`src/rtl/sar_pkg.sv`:
```
// Shared types, codes and constants for the stepper acceleration ramp.
package sar_pkg;

  // Field widths of the ramp
  localparam int RateW    = 16;
  localparam int StepW    = 24;
  localparam int OpW      = 3;
  localparam int CfgIdxW  = 2;
  localparam int CfgDataW = 24;
  localparam int InDataW  = 64;
  localparam int InUserW  = 4;
  localparam int OutDataW = 72;

  // Default number of axes
  localparam int NumAxesDef = 2;

  // Configuration reset values
  localparam logic [RateW-1:0] AccelStepRst = 16'd10;
  localparam logic [RateW-1:0] MinRateRst   = 16'd50;
  localparam logic [RateW-1:0] SlowStepsRst = 16'd150;
  localparam logic [StepW-1:0] CountClkRst  = 24'd1000000;

  // Configuration register indexes
  localparam logic [CfgIdxW-1:0] CFG_ACCEL_STEP = 2'd0;
  localparam logic [CfgIdxW-1:0] CFG_MIN_RATE   = 2'd1;
  localparam logic [CfgIdxW-1:0] CFG_SLOW_STEPS = 2'd2;
  localparam logic [CfgIdxW-1:0] CFG_COUNT_CLK  = 2'd3;

  // Operation codes carried in the input beat
  typedef enum logic [OpW-1:0] {
    OP_TICK     = 3'd0,
    OP_PULSE    = 3'd1,
    OP_START    = 3'd2,
    OP_RETARGET = 3'd3,
    OP_STOP     = 3'd4
  } op_t;

  // Controller states
  typedef enum logic [1:0] {
    ST_IDLE,
    ST_EXEC,
    ST_DIV,
    ST_PUSH
  } state_t;

  // Commands from controller to datapath
  typedef struct packed {
    logic latch;
    logic exec;
    logic push;
  } cmd_t;

  // Status from datapath to controller
  typedef struct packed {
    logic div_need;
    logic div_done;
    logic out_free;
  } stat_t;

endpackage

```
`src/rtl/sar_div.sv`:
```
// Radix-2 restoring divider: 24-bit dividend by 16-bit divisor, one bit per cycle.
module sar_div (
  input  logic                           clk,
  input  logic                           rst_n,
  input  logic                           start,
  input  logic [sar_pkg::StepW-1:0]      dividend,
  input  logic [sar_pkg::RateW-1:0]      divisor,
  output logic                           done,
  output logic [sar_pkg::StepW-1:0]      quotient
);

  localparam int CntW = $clog2(sar_pkg::StepW);

  logic                        busy_r;
  logic                        done_r;
  logic [CntW-1:0]             cnt_r;
  logic [sar_pkg::RateW-1:0]   rem_r;
  logic [sar_pkg::RateW-1:0]   rem_nxt;
  logic [sar_pkg::RateW-1:0]   dvs_r;
  logic [sar_pkg::StepW-1:0]   quo_r;
  logic [sar_pkg::RateW:0]     trial;
  logic [sar_pkg::RateW:0]     diff;
  logic                        fits;

  // One trial subtraction per cycle
  always_comb begin
    trial   = {rem_r, quo_r[sar_pkg::StepW-1]};
    diff    = trial - {1'b0, dvs_r};
    fits    = (trial >= {1'b0, dvs_r});
    rem_nxt = fits ? diff[sar_pkg::RateW-1:0] : trial[sar_pkg::RateW-1:0];
  end

  // Control: busy flag, bit counter and a one-cycle done pulse
  always_ff @(posedge clk) begin
    if (!rst_n) begin
      busy_r <= 1'b0;
      done_r <= 1'b0;
      cnt_r  <= '0;
    end else begin
      done_r <= 1'b0;
      if (start) begin
        busy_r <= 1'b1;
        cnt_r  <= '0;
      end else if (busy_r) begin
        cnt_r <= cnt_r + 1'b1;
        if (cnt_r == CntW'(sar_pkg::StepW - 1)) begin
          busy_r <= 1'b0;
          done_r <= 1'b1;
        end
      end
    end
  end

  // Operands: the quotient shifts in where the dividend shifts out
  always_ff @(posedge clk) begin
    if (start) begin
      rem_r <= '0;
      quo_r <= dividend;
      dvs_r <= divisor;
    end else if (busy_r) begin
      rem_r <= rem_nxt;
      quo_r <= {quo_r[sar_pkg::StepW-2:0], fits};
    end
  end

  assign done     = done_r;
  assign quotient = quo_r;

endmodule

```
`src/rtl/sar_ctrl.sv`:
```
// Controller state machine that sequences one item through the ramp datapath.
module sar_ctrl (
  input  logic            clk,
  input  logic            rst_n,
  input  logic            in_tvalid,
  output logic            in_tready,
  input  sar_pkg::stat_t  stat,
  output sar_pkg::cmd_t   cmd
);

  sar_pkg::state_t state_r;
  sar_pkg::state_t state_nxt;

  // State register
  always_ff @(posedge clk) begin
    if (!rst_n) begin
      state_r <= sar_pkg::ST_IDLE;
    end else begin
      state_r <= state_nxt;
    end
  end

  // Next state
  always_comb begin
    state_nxt = state_r;
    case (state_r)
      sar_pkg::ST_IDLE: begin
        if (in_tvalid) state_nxt = sar_pkg::ST_EXEC;
      end
      sar_pkg::ST_EXEC: begin
        state_nxt = stat.div_need ? sar_pkg::ST_DIV : sar_pkg::ST_PUSH;
      end
      sar_pkg::ST_DIV: begin
        if (stat.div_done) state_nxt = sar_pkg::ST_PUSH;
      end
      sar_pkg::ST_PUSH: begin
        if (stat.out_free) state_nxt = sar_pkg::ST_IDLE;
      end
      default: begin
        state_nxt = sar_pkg::ST_IDLE;
      end
    endcase
  end

  // Outputs
  always_comb begin
    in_tready = 1'b0;
    cmd       = '0;
    case (state_r)
      sar_pkg::ST_IDLE: begin
        in_tready = 1'b1;
        cmd.latch = in_tvalid;
      end
      sar_pkg::ST_EXEC: begin
        cmd.exec = 1'b1;
      end
      sar_pkg::ST_DIV: begin
        cmd = '0;
      end
      sar_pkg::ST_PUSH: begin
        cmd.push = stat.out_free;
      end
      default: begin
        cmd = '0;
      end
    endcase
  end

endmodule

```
`src/rtl/sar_datapath.sv`:
```
// Ramp datapath: configuration, per-axis state, update logic, divider and output register.
module sar_datapath #(
  parameter int NUM_AXES = sar_pkg::NumAxesDef
) (
  input  logic                            clk,
  input  logic                            rst_n,
  input  sar_pkg::cmd_t                   cmd,
  output sar_pkg::stat_t                  stat,
  input  logic                            cfg_we,
  input  logic [sar_pkg::CfgIdxW-1:0]     cfg_index,
  input  logic [sar_pkg::CfgDataW-1:0]    cfg_data,
  input  logic [sar_pkg::InDataW-1:0]     in_tdata,
  input  logic [sar_pkg::InUserW-1:0]     in_tuser,
  output logic [sar_pkg::OutDataW-1:0]    out_tdata,
  output logic                            out_tuser,
  output logic                            out_tvalid,
  input  logic                            out_tready
);

  localparam int AxW   = (NUM_AXES > 1) ? $clog2(NUM_AXES) : 1;
  localparam int RW    = sar_pkg::RateW;
  localparam int SW    = sar_pkg::StepW;
  localparam logic [SW-1:0] StepMax = {SW{1'b1}};

  // Configuration registers
  logic [RW-1:0] accel_r;
  logic [RW-1:0] min_r;
  logic [RW-1:0] slow_r;
  logic [SW-1:0] cclk_r;

  // Latched input beat
  sar_pkg::op_t  op_r;
  logic          ax_r;
  logic [SW-1:0] cnt_r;
  logic          add_r;
  logic [RW-1:0] srate_r;
  logic [RW-1:0] trate_r;

  // Per-axis state
  logic [RW-1:0] rate_now_r  [NUM_AXES];
  logic [RW-1:0] rate_goal_r [NUM_AXES];
  logic [SW-1:0] left_r      [NUM_AXES];
  logic          active_r    [NUM_AXES];
  logic          pulse_r     [NUM_AXES];
  logic          done_r      [NUM_AXES];

  // Pending result
  logic [SW-1:0] res_reload_r;
  logic          res_upd_r;
  logic [RW-1:0] res_rate_r;
  logic          res_pul_r;
  logic          res_act_r;
  logic          res_done_r;
  logic [SW-1:0] res_left_r;
  logic          res_axis_r;

  // Output register
  logic [sar_pkg::OutDataW-1:0] out_data_r;
  logic                         out_user_r;
  logic                         out_valid_r;

  // Update logic signals
  logic          axis_ok;
  logic [AxW-1:0] idx;
  logic [RW-1:0] now_c;
  logic [RW-1:0] goal_c;
  logic [SW-1:0] left_c;
  logic          act_c;
  logic          pul_c;
  logic          done_c;
  logic [RW-1:0] now_n;
  logic [RW-1:0] goal_n;
  logic [SW-1:0] left_n;
  logic          act_n;
  logic          pul_n;
  logic          done_n;
  logic          need_div;
  logic [RW-1:0] goal_t;
  logic [RW:0]   sum_now;
  logic [RW:0]   thr;
  logic [SW:0]   step_sum;
  logic [SW-1:0] start_steps;

  // Divider
  logic          div_done;
  logic [SW-1:0] div_quo;

  // Configuration writes
  always_ff @(posedge clk) begin
    if (!rst_n) begin
      accel_r <= sar_pkg::AccelStepRst;
      min_r   <= sar_pkg::MinRateRst;
      slow_r  <= sar_pkg::SlowStepsRst;
      cclk_r  <= sar_pkg::CountClkRst;
    end else if (cfg_we) begin
      case (cfg_index)
        sar_pkg::CFG_ACCEL_STEP: accel_r <= cfg_data[RW-1:0];
        sar_pkg::CFG_MIN_RATE:   min_r   <= cfg_data[RW-1:0];
        sar_pkg::CFG_SLOW_STEPS: slow_r  <= cfg_data[RW-1:0];
        sar_pkg::CFG_COUNT_CLK:  cclk_r  <= cfg_data[SW-1:0];
        default: ;
      endcase
    end
  end

  // Input beat capture
  always_ff @(posedge clk) begin
    if (cmd.latch) begin
      op_r    <= sar_pkg::op_t'(in_tuser[sar_pkg::OpW-1:0]);
      ax_r    <= in_tuser[sar_pkg::OpW];
      cnt_r   <= in_tdata[SW-1:0];
      add_r   <= in_tdata[SW];
      srate_r <= in_tdata[SW+RW:SW+1];
      trate_r <= in_tdata[SW+2*RW:SW+RW+1];
    end
  end

  // Axis selection
  assign axis_ok = (32'(ax_r) < NUM_AXES);
  assign idx     = axis_ok ? AxW'(ax_r) : '0;

  always_comb begin
    now_c  = rate_now_r[idx];
    goal_c = rate_goal_r[idx];
    left_c = left_r[idx];
    act_c  = active_r[idx];
    pul_c  = pulse_r[idx];
    done_c = done_r[idx];
  end

  // Next state of the selected axis for the latched operation
  always_comb begin
    now_n       = now_c;
    goal_n      = goal_c;
    left_n      = left_c;
    act_n       = act_c;
    pul_n       = pul_c;
    done_n      = done_c;
    need_div    = 1'b0;
    goal_t      = goal_c;
    sum_now     = {1'b0, now_c} + {1'b0, accel_r};
    thr         = {1'b0, accel_r} + {1'b0, min_r};
    step_sum    = {1'b0, left_c} + {1'b0, cnt_r};
    start_steps = add_r ? (step_sum[SW] ? StepMax : step_sum[SW-1:0]) : cnt_r;
    case (op_r)
      sar_pkg::OP_TICK: begin
        if (act_c) begin
          // Near the end of a counted move the goal falls to the minimum rate.
          if (left_c != '0 && left_c <= SW'(slow_r)) goal_t = min_r;
          if (now_c < goal_t) begin
            now_n = (sum_now > {1'b0, goal_t}) ? goal_t : sum_now[RW-1:0];
          end else if (now_c > goal_t) begin
            now_n = ({1'b0, now_c} > thr) ? (now_c - accel_r) : goal_t;
          end
          goal_n   = goal_t;
          need_div = (now_n >= min_r) && (now_n != '0);
          if (now_n <= min_r && goal_t == '0 && left_c == '0) begin
            pul_n = 1'b0;
            act_n = 1'b0;
          end
        end
      end
      sar_pkg::OP_PULSE: begin
        if (left_c != '0) begin
          left_n = left_c - 1'b1;
          if (left_c == SW'(1)) begin
            pul_n  = 1'b0;
            done_n = 1'b1;
          end
        end
      end
      sar_pkg::OP_START: begin
        left_n = start_steps;
        if (start_steps != '0) begin
          done_n = 1'b0;
          now_n  = srate_r;
          goal_n = trate_r;
          act_n  = 1'b1;
          pul_n  = 1'b1;
        end
      end
      sar_pkg::OP_RETARGET: begin
        goal_n = trate_r;
      end
      sar_pkg::OP_STOP: begin
        pul_n  = 1'b0;
        left_n = '0;
        done_n = 1'b1;
        act_n  = 1'b0;
      end
      default: ;
    endcase
  end

  // Per-axis state commit
  always_ff @(posedge clk) begin
    if (!rst_n) begin
      for (int i = 0; i < NUM_AXES; i++) begin
        rate_now_r[i]  <= '0;
        rate_goal_r[i] <= '0;
        left_r[i]      <= '0;
        active_r[i]    <= 1'b0;
        pulse_r[i]     <= 1'b0;
        done_r[i]      <= 1'b1;
      end
    end else if (cmd.exec && axis_ok) begin
      rate_now_r[idx]  <= now_n;
      rate_goal_r[idx] <= goal_n;
      left_r[idx]      <= left_n;
      active_r[idx]    <= act_n;
      pulse_r[idx]     <= pul_n;
      done_r[idx]      <= done_n;
    end
  end

  // Reload division: count clock over the new rate
  sar_div u_div (
    .clk      (clk),
    .rst_n    (rst_n),
    .start    (cmd.exec && need_div && axis_ok),
    .dividend (cclk_r),
    .divisor  (now_n),
    .done     (div_done),
    .quotient (div_quo)
  );

  // Pending result fields
  always_ff @(posedge clk) begin
    if (cmd.exec) begin
      res_axis_r   <= ax_r;
      res_reload_r <= '0;
      res_upd_r    <= need_div && axis_ok;
      res_rate_r   <= axis_ok ? now_n  : '0;
      res_pul_r    <= axis_ok ? pul_n  : 1'b0;
      res_act_r    <= axis_ok ? act_n  : 1'b0;
      res_done_r   <= axis_ok ? done_n : 1'b0;
      res_left_r   <= axis_ok ? left_n : '0;
    end else if (div_done) begin
      res_reload_r <= (div_quo == '0) ? '0 : (div_quo - 1'b1);
    end
  end

  // Output register
  always_ff @(posedge clk) begin
    if (!rst_n) begin
      out_valid_r <= 1'b0;
    end else if (cmd.push) begin
      out_valid_r <= 1'b1;
    end else if (out_tready) begin
      out_valid_r <= 1'b0;
    end
  end

  always_ff @(posedge clk) begin
    if (cmd.push) begin
      out_user_r <= res_axis_r;
      out_data_r <= {4'b0, res_left_r, res_done_r, res_act_r, res_pul_r,
                     res_rate_r, res_upd_r, res_reload_r};
    end
  end

  assign out_tdata  = out_data_r;
  assign out_tuser  = out_user_r;
  assign out_tvalid = out_valid_r;

  // Status to the controller
  always_comb begin
    stat.div_need = need_div && axis_ok;
    stat.div_done = div_done;
    stat.out_free = !out_valid_r || out_tready;
  end

endmodule

```
`src/rtl/stepper_accel_ramp.sv`:
```
// The controller accepts and latches a beat in IDLE, updates the axis in EXEC, waits
// in DIV for a ramp tick that recomputes the reload with the one-bit-per-cycle 24-bit
// divider, and pushes the result in PUSH, waiting while the output register is full.
// A new beat is taken only once the last item is pushed; the next beat is taken while
// a result still waits in the output register. Reset (rst_n low, synchronous) loads the
// default configuration, clears every axis to idle with its move done, and empties output.
module stepper_accel_ramp #(
  parameter int NUM_AXES = sar_pkg::NumAxesDef
) (
  input  logic                            clk,
  input  logic                            rst_n,
  // Configuration write channel
  input  logic                            cfg_valid,
  output logic                            cfg_ready,
  input  logic [sar_pkg::CfgIdxW-1:0]     cfg_index,
  input  logic [sar_pkg::CfgDataW-1:0]    cfg_data,
  // Input stream
  input  logic                            in_tvalid,
  output logic                            in_tready,
  // step_count[23:0], add_steps[24], start_rate[40:25], target_rate[56:41], zero fill
  input  logic [sar_pkg::InDataW-1:0]     in_tdata,
  // operation[2:0], axis[3]
  input  logic [sar_pkg::InUserW-1:0]     in_tuser,
  // Result stream
  output logic                            out_tvalid,
  input  logic                            out_tready,
  // reload_value[23:0], reload_update[24], current_rate[40:25], pulse_enable[41],
  // ramp_active[42], move_done[43], steps_left[67:44], zero fill
  output logic [sar_pkg::OutDataW-1:0]    out_tdata,
  // axis_out[0]
  output logic                            out_tuser
);

  sar_pkg::cmd_t  cmd;
  sar_pkg::stat_t stat;

  // Configuration is always taken
  assign cfg_ready = 1'b1;

  sar_ctrl u_ctrl (
    .clk       (clk),
    .rst_n     (rst_n),
    .in_tvalid (in_tvalid),
    .in_tready (in_tready),
    .stat      (stat),
    .cmd       (cmd)
  );

  sar_datapath #(
    .NUM_AXES (NUM_AXES)
  ) u_dp (
    .clk        (clk),
    .rst_n      (rst_n),
    .cmd        (cmd),
    .stat       (stat),
    .cfg_we     (cfg_valid),
    .cfg_index  (cfg_index),
    .cfg_data   (cfg_data),
    .in_tdata   (in_tdata),
    .in_tuser   (in_tuser),
    .out_tdata  (out_tdata),
    .out_tuser  (out_tuser),
    .out_tvalid (out_tvalid),
    .out_tready (out_tready)
  );

endmodule

```
`config.mk`:
```
export PLATFORM = sky130hd
export DESIGN_NAME = stepper_accel_ramp
export DESIGN_NICKNAME = d
export VERILOG_FILES = /design/src/rtl/sar_pkg.sv /design/src/rtl/sar_div.sv /design/src/rtl/sar_ctrl.sv /design/src/rtl/sar_datapath.sv /design/src/rtl/stepper_accel_ramp.sv
export SDC_FILE = /design/constraint.sdc
export NUM_CORES = 1
export LEC_CHECK = 0
export BUFFER_PORTS_ARGS = -buffer_cell sky130_fd_sc_hd__buf_2
export CAP_MARGIN = 25
export CORE_ASPECT_RATIO = 0.5
export CORE_MARGIN = 5
export CORE_UTILIZATION = 30
export CTS_BUF_LIST = sky130_fd_sc_hd__clkbuf_8
export DETAILED_ROUTE_END_ITERATION = 12
export PLACE_DENSITY = 0.46
export SLEW_MARGIN = 15
export SYNTH_ARGS = -nofsm -noshare
export SYNTH_HDL_FRONTEND = slang
export SYNTH_SLANG_ARGS = --single-unit
```
`constraint.sdc`:
```
create_clock -name clk -period 22.3 [get_ports clk]
set_clock_uncertainty 0.05 [all_clocks]
set_input_delay 4.46 -clock clk [delete_from_list [all_inputs] [get_ports clk]]
set_output_delay 4.46 -clock clk [all_outputs]
set_load 0.005 [all_outputs]
```
==> key figures <==
Run status
  • Outcome: finished clean

CTS
  • Clk_lat worst skew: 0.76 ns
  • Clock sinks: 456
  • TritonCTS clock tree: done
  • Buffer count from post-CTS setup fixing: 0
  • # resized after CTS: 0
  • H-tree Lvls: 3
  • Deepest clock path buffer count: 3
  • Cts bufs inserted: 76
  • Clk root buf: clkbuf_8
  • CTS hold repair buffers: 0
  • Clock slew seen by the registers of the worst setup and hold paths: 0.06 ns

Yosys
  • Distinct cells, synth: 93
  • Sequential-to-total area share from yosys stat: 0.459
  • Async SR Flop Fraction: 0
  • Synth area leaders: edfxtp_1 36%, dfxtp_1 9.4%, ha_1 7.8%
  • Seq cells post-synth: 456
  • Synth Warn #: 0
  • Post-synth top area share: 0.365
  • Post-Syn Instances: 2754
  • Yosys top cell by area: edfxtp_1
  • Primary FF master, synth: edfxtp_1
  • Mapped Area: 27100 um2
  • Number of synthesized flops with an enable pin: 329
  • Synth Area per Inst: 9.83 um2

Setup path
  • Worst flop-to-flop path endpoint: u_dp.u_div.quotient[12]
  • Crit start category: flop
  • Crit path DAT: 11.42 ns
  • Critical path class: reg2reg
  • CP max stage cell: dfxtp_4
  • Critical Path End Type: flop
  • Worst path max stage delay: 0.74 ns
  • Critical Path RT: 22.71 ns
  • Crit-path most repeated cell: buf_4
  • Highest net fanout along the worst path: 47
  • Reg2Reg Depth: 33
  • R2R setup slack: 11.29 ns

Floorplan
  • Site row count: 77
  • IO Pins: 175
  • Die height: 222 um
  • Starting Density: 0.305
  • CORE AREA: 88900 um2
  • Die area: 96700 um2
  • Die X: 435 um

Power and ir drop
  • Switch share: 0.412
  • P_leak: 12.1 nW
  • Max VDD drop: 45.5 uV
  • Internal power: 1.98 mW
  • Pwr dens: 109 nW/um2
  • Clock power share: 0.230
  • Seq pwr share: 0.338
  • Comb power frac: 0.432
  • Net Sw Power: 1.38 mW

Layout
  • Nets@finish: 3187
  • Fillers: 9091
  • Share of cells above drive strength 1: 0.151
  • Commonest non-fill, non-tap cell in the layout: edfxtp_1
  • Area grow syn2layout: 13.7%
  • Final Instance Area: 30800 um2
  • Most frequent cells in the layout: 329 x edfxtp_1, 299 x nor2_1, 272 x nand2_1, 195 x inv_1, 180 x a21oi_1

Timing
  • Final Max Slew Viols: 0
  • Minimum clock period: 11.01 ns
  • Slew @ Worst Pin: 1.04 ns
  • Fin Setup TNS: 0 ns
  • Fin. Hold Viols: 0
  • Normalized max-slew margin: 0.304
  • FMAX: 90.8 MHz
  • RSZ-0062 raised after global routing: false
  • Fin crit share: 0.494
  • Final setup violation count: 0

Hold path
  • Min-delay worst type: reg2reg
  • Hold_sp: u_dp.res_rate_r[15]
  • Hold Crit Endpoint: u_dp.out_tdata[40]
  • Worst Hold Path Cells: 0

Drt
  • WL final: 88400 um
  • Routed length per instance: 21.2 um
  • DR vias: 21.2k
  • First drt pass iteration count: 6
  • DR DRC count: 0
  • DR iter-0 viols: 1512
  • Vias per inst: 5.10
  • Antenna-violating nets left: 0

Placement
  • Port bufs: 162
  • Post-DP Area: 29200 um2
  • HPWL after DPL: 66100 um
  • Placer Congestion: 0.923

Global routing
  • Vias in the first global route: 20.8k
  • Number of antenna violations at the first check in global routing: 5
  • Overflow after GRT: 0
  • Largest net degree at the start of global routing: 77
  • Total track usage: 0.177
  • First-pass GRT wire length: 132000 um

Job
  • Max-Cap Viols: 0
-- how the worst max path moves through the flow --
stage	start	end	slack [ns]	cells past startpoint
2_1_floorplan	flop	u_dp.u_div.quotient[0]	10.68	39
3_3_place_gp	flop	u_dp.u_div.quotient[9]	11.35	29
3_5_place_dp	flop	u_dp.u_div.quotient[12]	11.31	30
4_1_cts	flop	u_dp.u_div.quotient[12]	11.25	30
5_1_grt	flop	u_dp.u_div.quotient[12]	10.66	30
6_report	flop	u_dp.u_div.quotient[12]	11.29	33
-- area by class of cell --
type                            count  area (um2)  area share
Clock inverter                     56         390      0.0127
Antenna cell                        1        2.50   0.0000812
Inverter                          177         664      0.0216
Tap cell                         1185        1480      0.0481
Sequential cell                   456       12400       0.403
Multi-Input combinational cell   1995       13500       0.439
Clock buffer                       83        1140      0.0371
Timing Repair Buffer              208        1180      0.0383
-- worst max-delay path: cells and delay by family, from the launching register on --
kind	cells	cell delay, ns
compound gates	13	3.14
simple gates	9	2.18
buf+inv	5	2.16
mux	3	1.26
fa+ha+maj	3	1.14
flops	1	0.74
-- cells in the mapped netlist (60+ instances only) --
cell type	number
inv_1	173
clkbuf_1	105
edfxtp_1	329
nand2_1	274
o21ai_0	115
ha_1	169
nor3_1	60
a21boi_0	64
nor2_1	302
dfxtp_1	127
mux2i_1	69
a21oi_1	181
-- registers in the layout (all words and copies together) (netlist names), 32 cells and up, named ones only --
| signal | count |
|---|---|
| u_dp.rate_now_r | 32 |
| u_dp.left_r | 48 |
| u_dp.out_tdata | 68 |
| u_dp.rate_goal_r | 32 |
-- per-stage QoR --
| stage | hold WS [ns] | worst slack (ns) | cells | utilization | power (mW) |
|---|---|---|---|---|---|
| floorplan | 0.350 | 10.68 | 2757 | - | 2.11 |
| global placement | 0.356 | 11.35 | 4017 | 0.329 | 2.59 |
| detailed placement | 0.355 | 11.31 | 4019 | 0.329 | 2.59 |
| CTS | 0.368 | 11.25 | 4158 | 0.346 | 3.38 |
| global route | 0.375 | 10.66 | 4161 | 0.346 | 3.58 |
| finish | 0.359 | 11.29 | 4161 | 0.346 | 3.36 |
-- cells by family after synthesis --
family | after synthesis | share of synthesized area
AND/OR/NAND/NOR | 882 | 0.151
AO/OA/AOI/OAI | 694 | 0.173
flip-flops | 456 | 0.459
buffers and inverters | 306 | 0.0450
adder cells (fa/ha/maj) | 176 | 0.0825
multiplexers | 139 | 0.0578
XOR/XNOR | 99 | 0.0320
other | 2 | 0.000277
-- power groups by stage --
| stage | combinational (mW) | clock, mW | sequential, mW |
|---|---|---|---|
| 6_report | 1.45 | 0.771 | 1.13 |
| 5_1_grt | 1.59 | 0.838 | 1.15 |
| 4_1_cts | 1.44 | 0.802 | 1.14 |
| 3_5_place_dp | 1.44 | 0 | 1.16 |
| 3_3_place_gp | 1.43 | 0 | 1.15 |
| 2_1_floorplan | 0.990 | 0 | 1.12 |
-- routing by layer --
| metal | wire length (um) | track usage | part of all wire |
|---|---|---|---|
| met1 | 41300 | 0.241 | 0.47 |
| met2 | 40500 | 0.289 | 0.46 |
| met3 | 4340 | 0.0341 | 0.049 |
| met4 | 2250 | 0.0511 | 0.026 |
| met5 | 27 | 0 | 0.00031 |
Note: power is estimated with default switching activity, not from simulation.
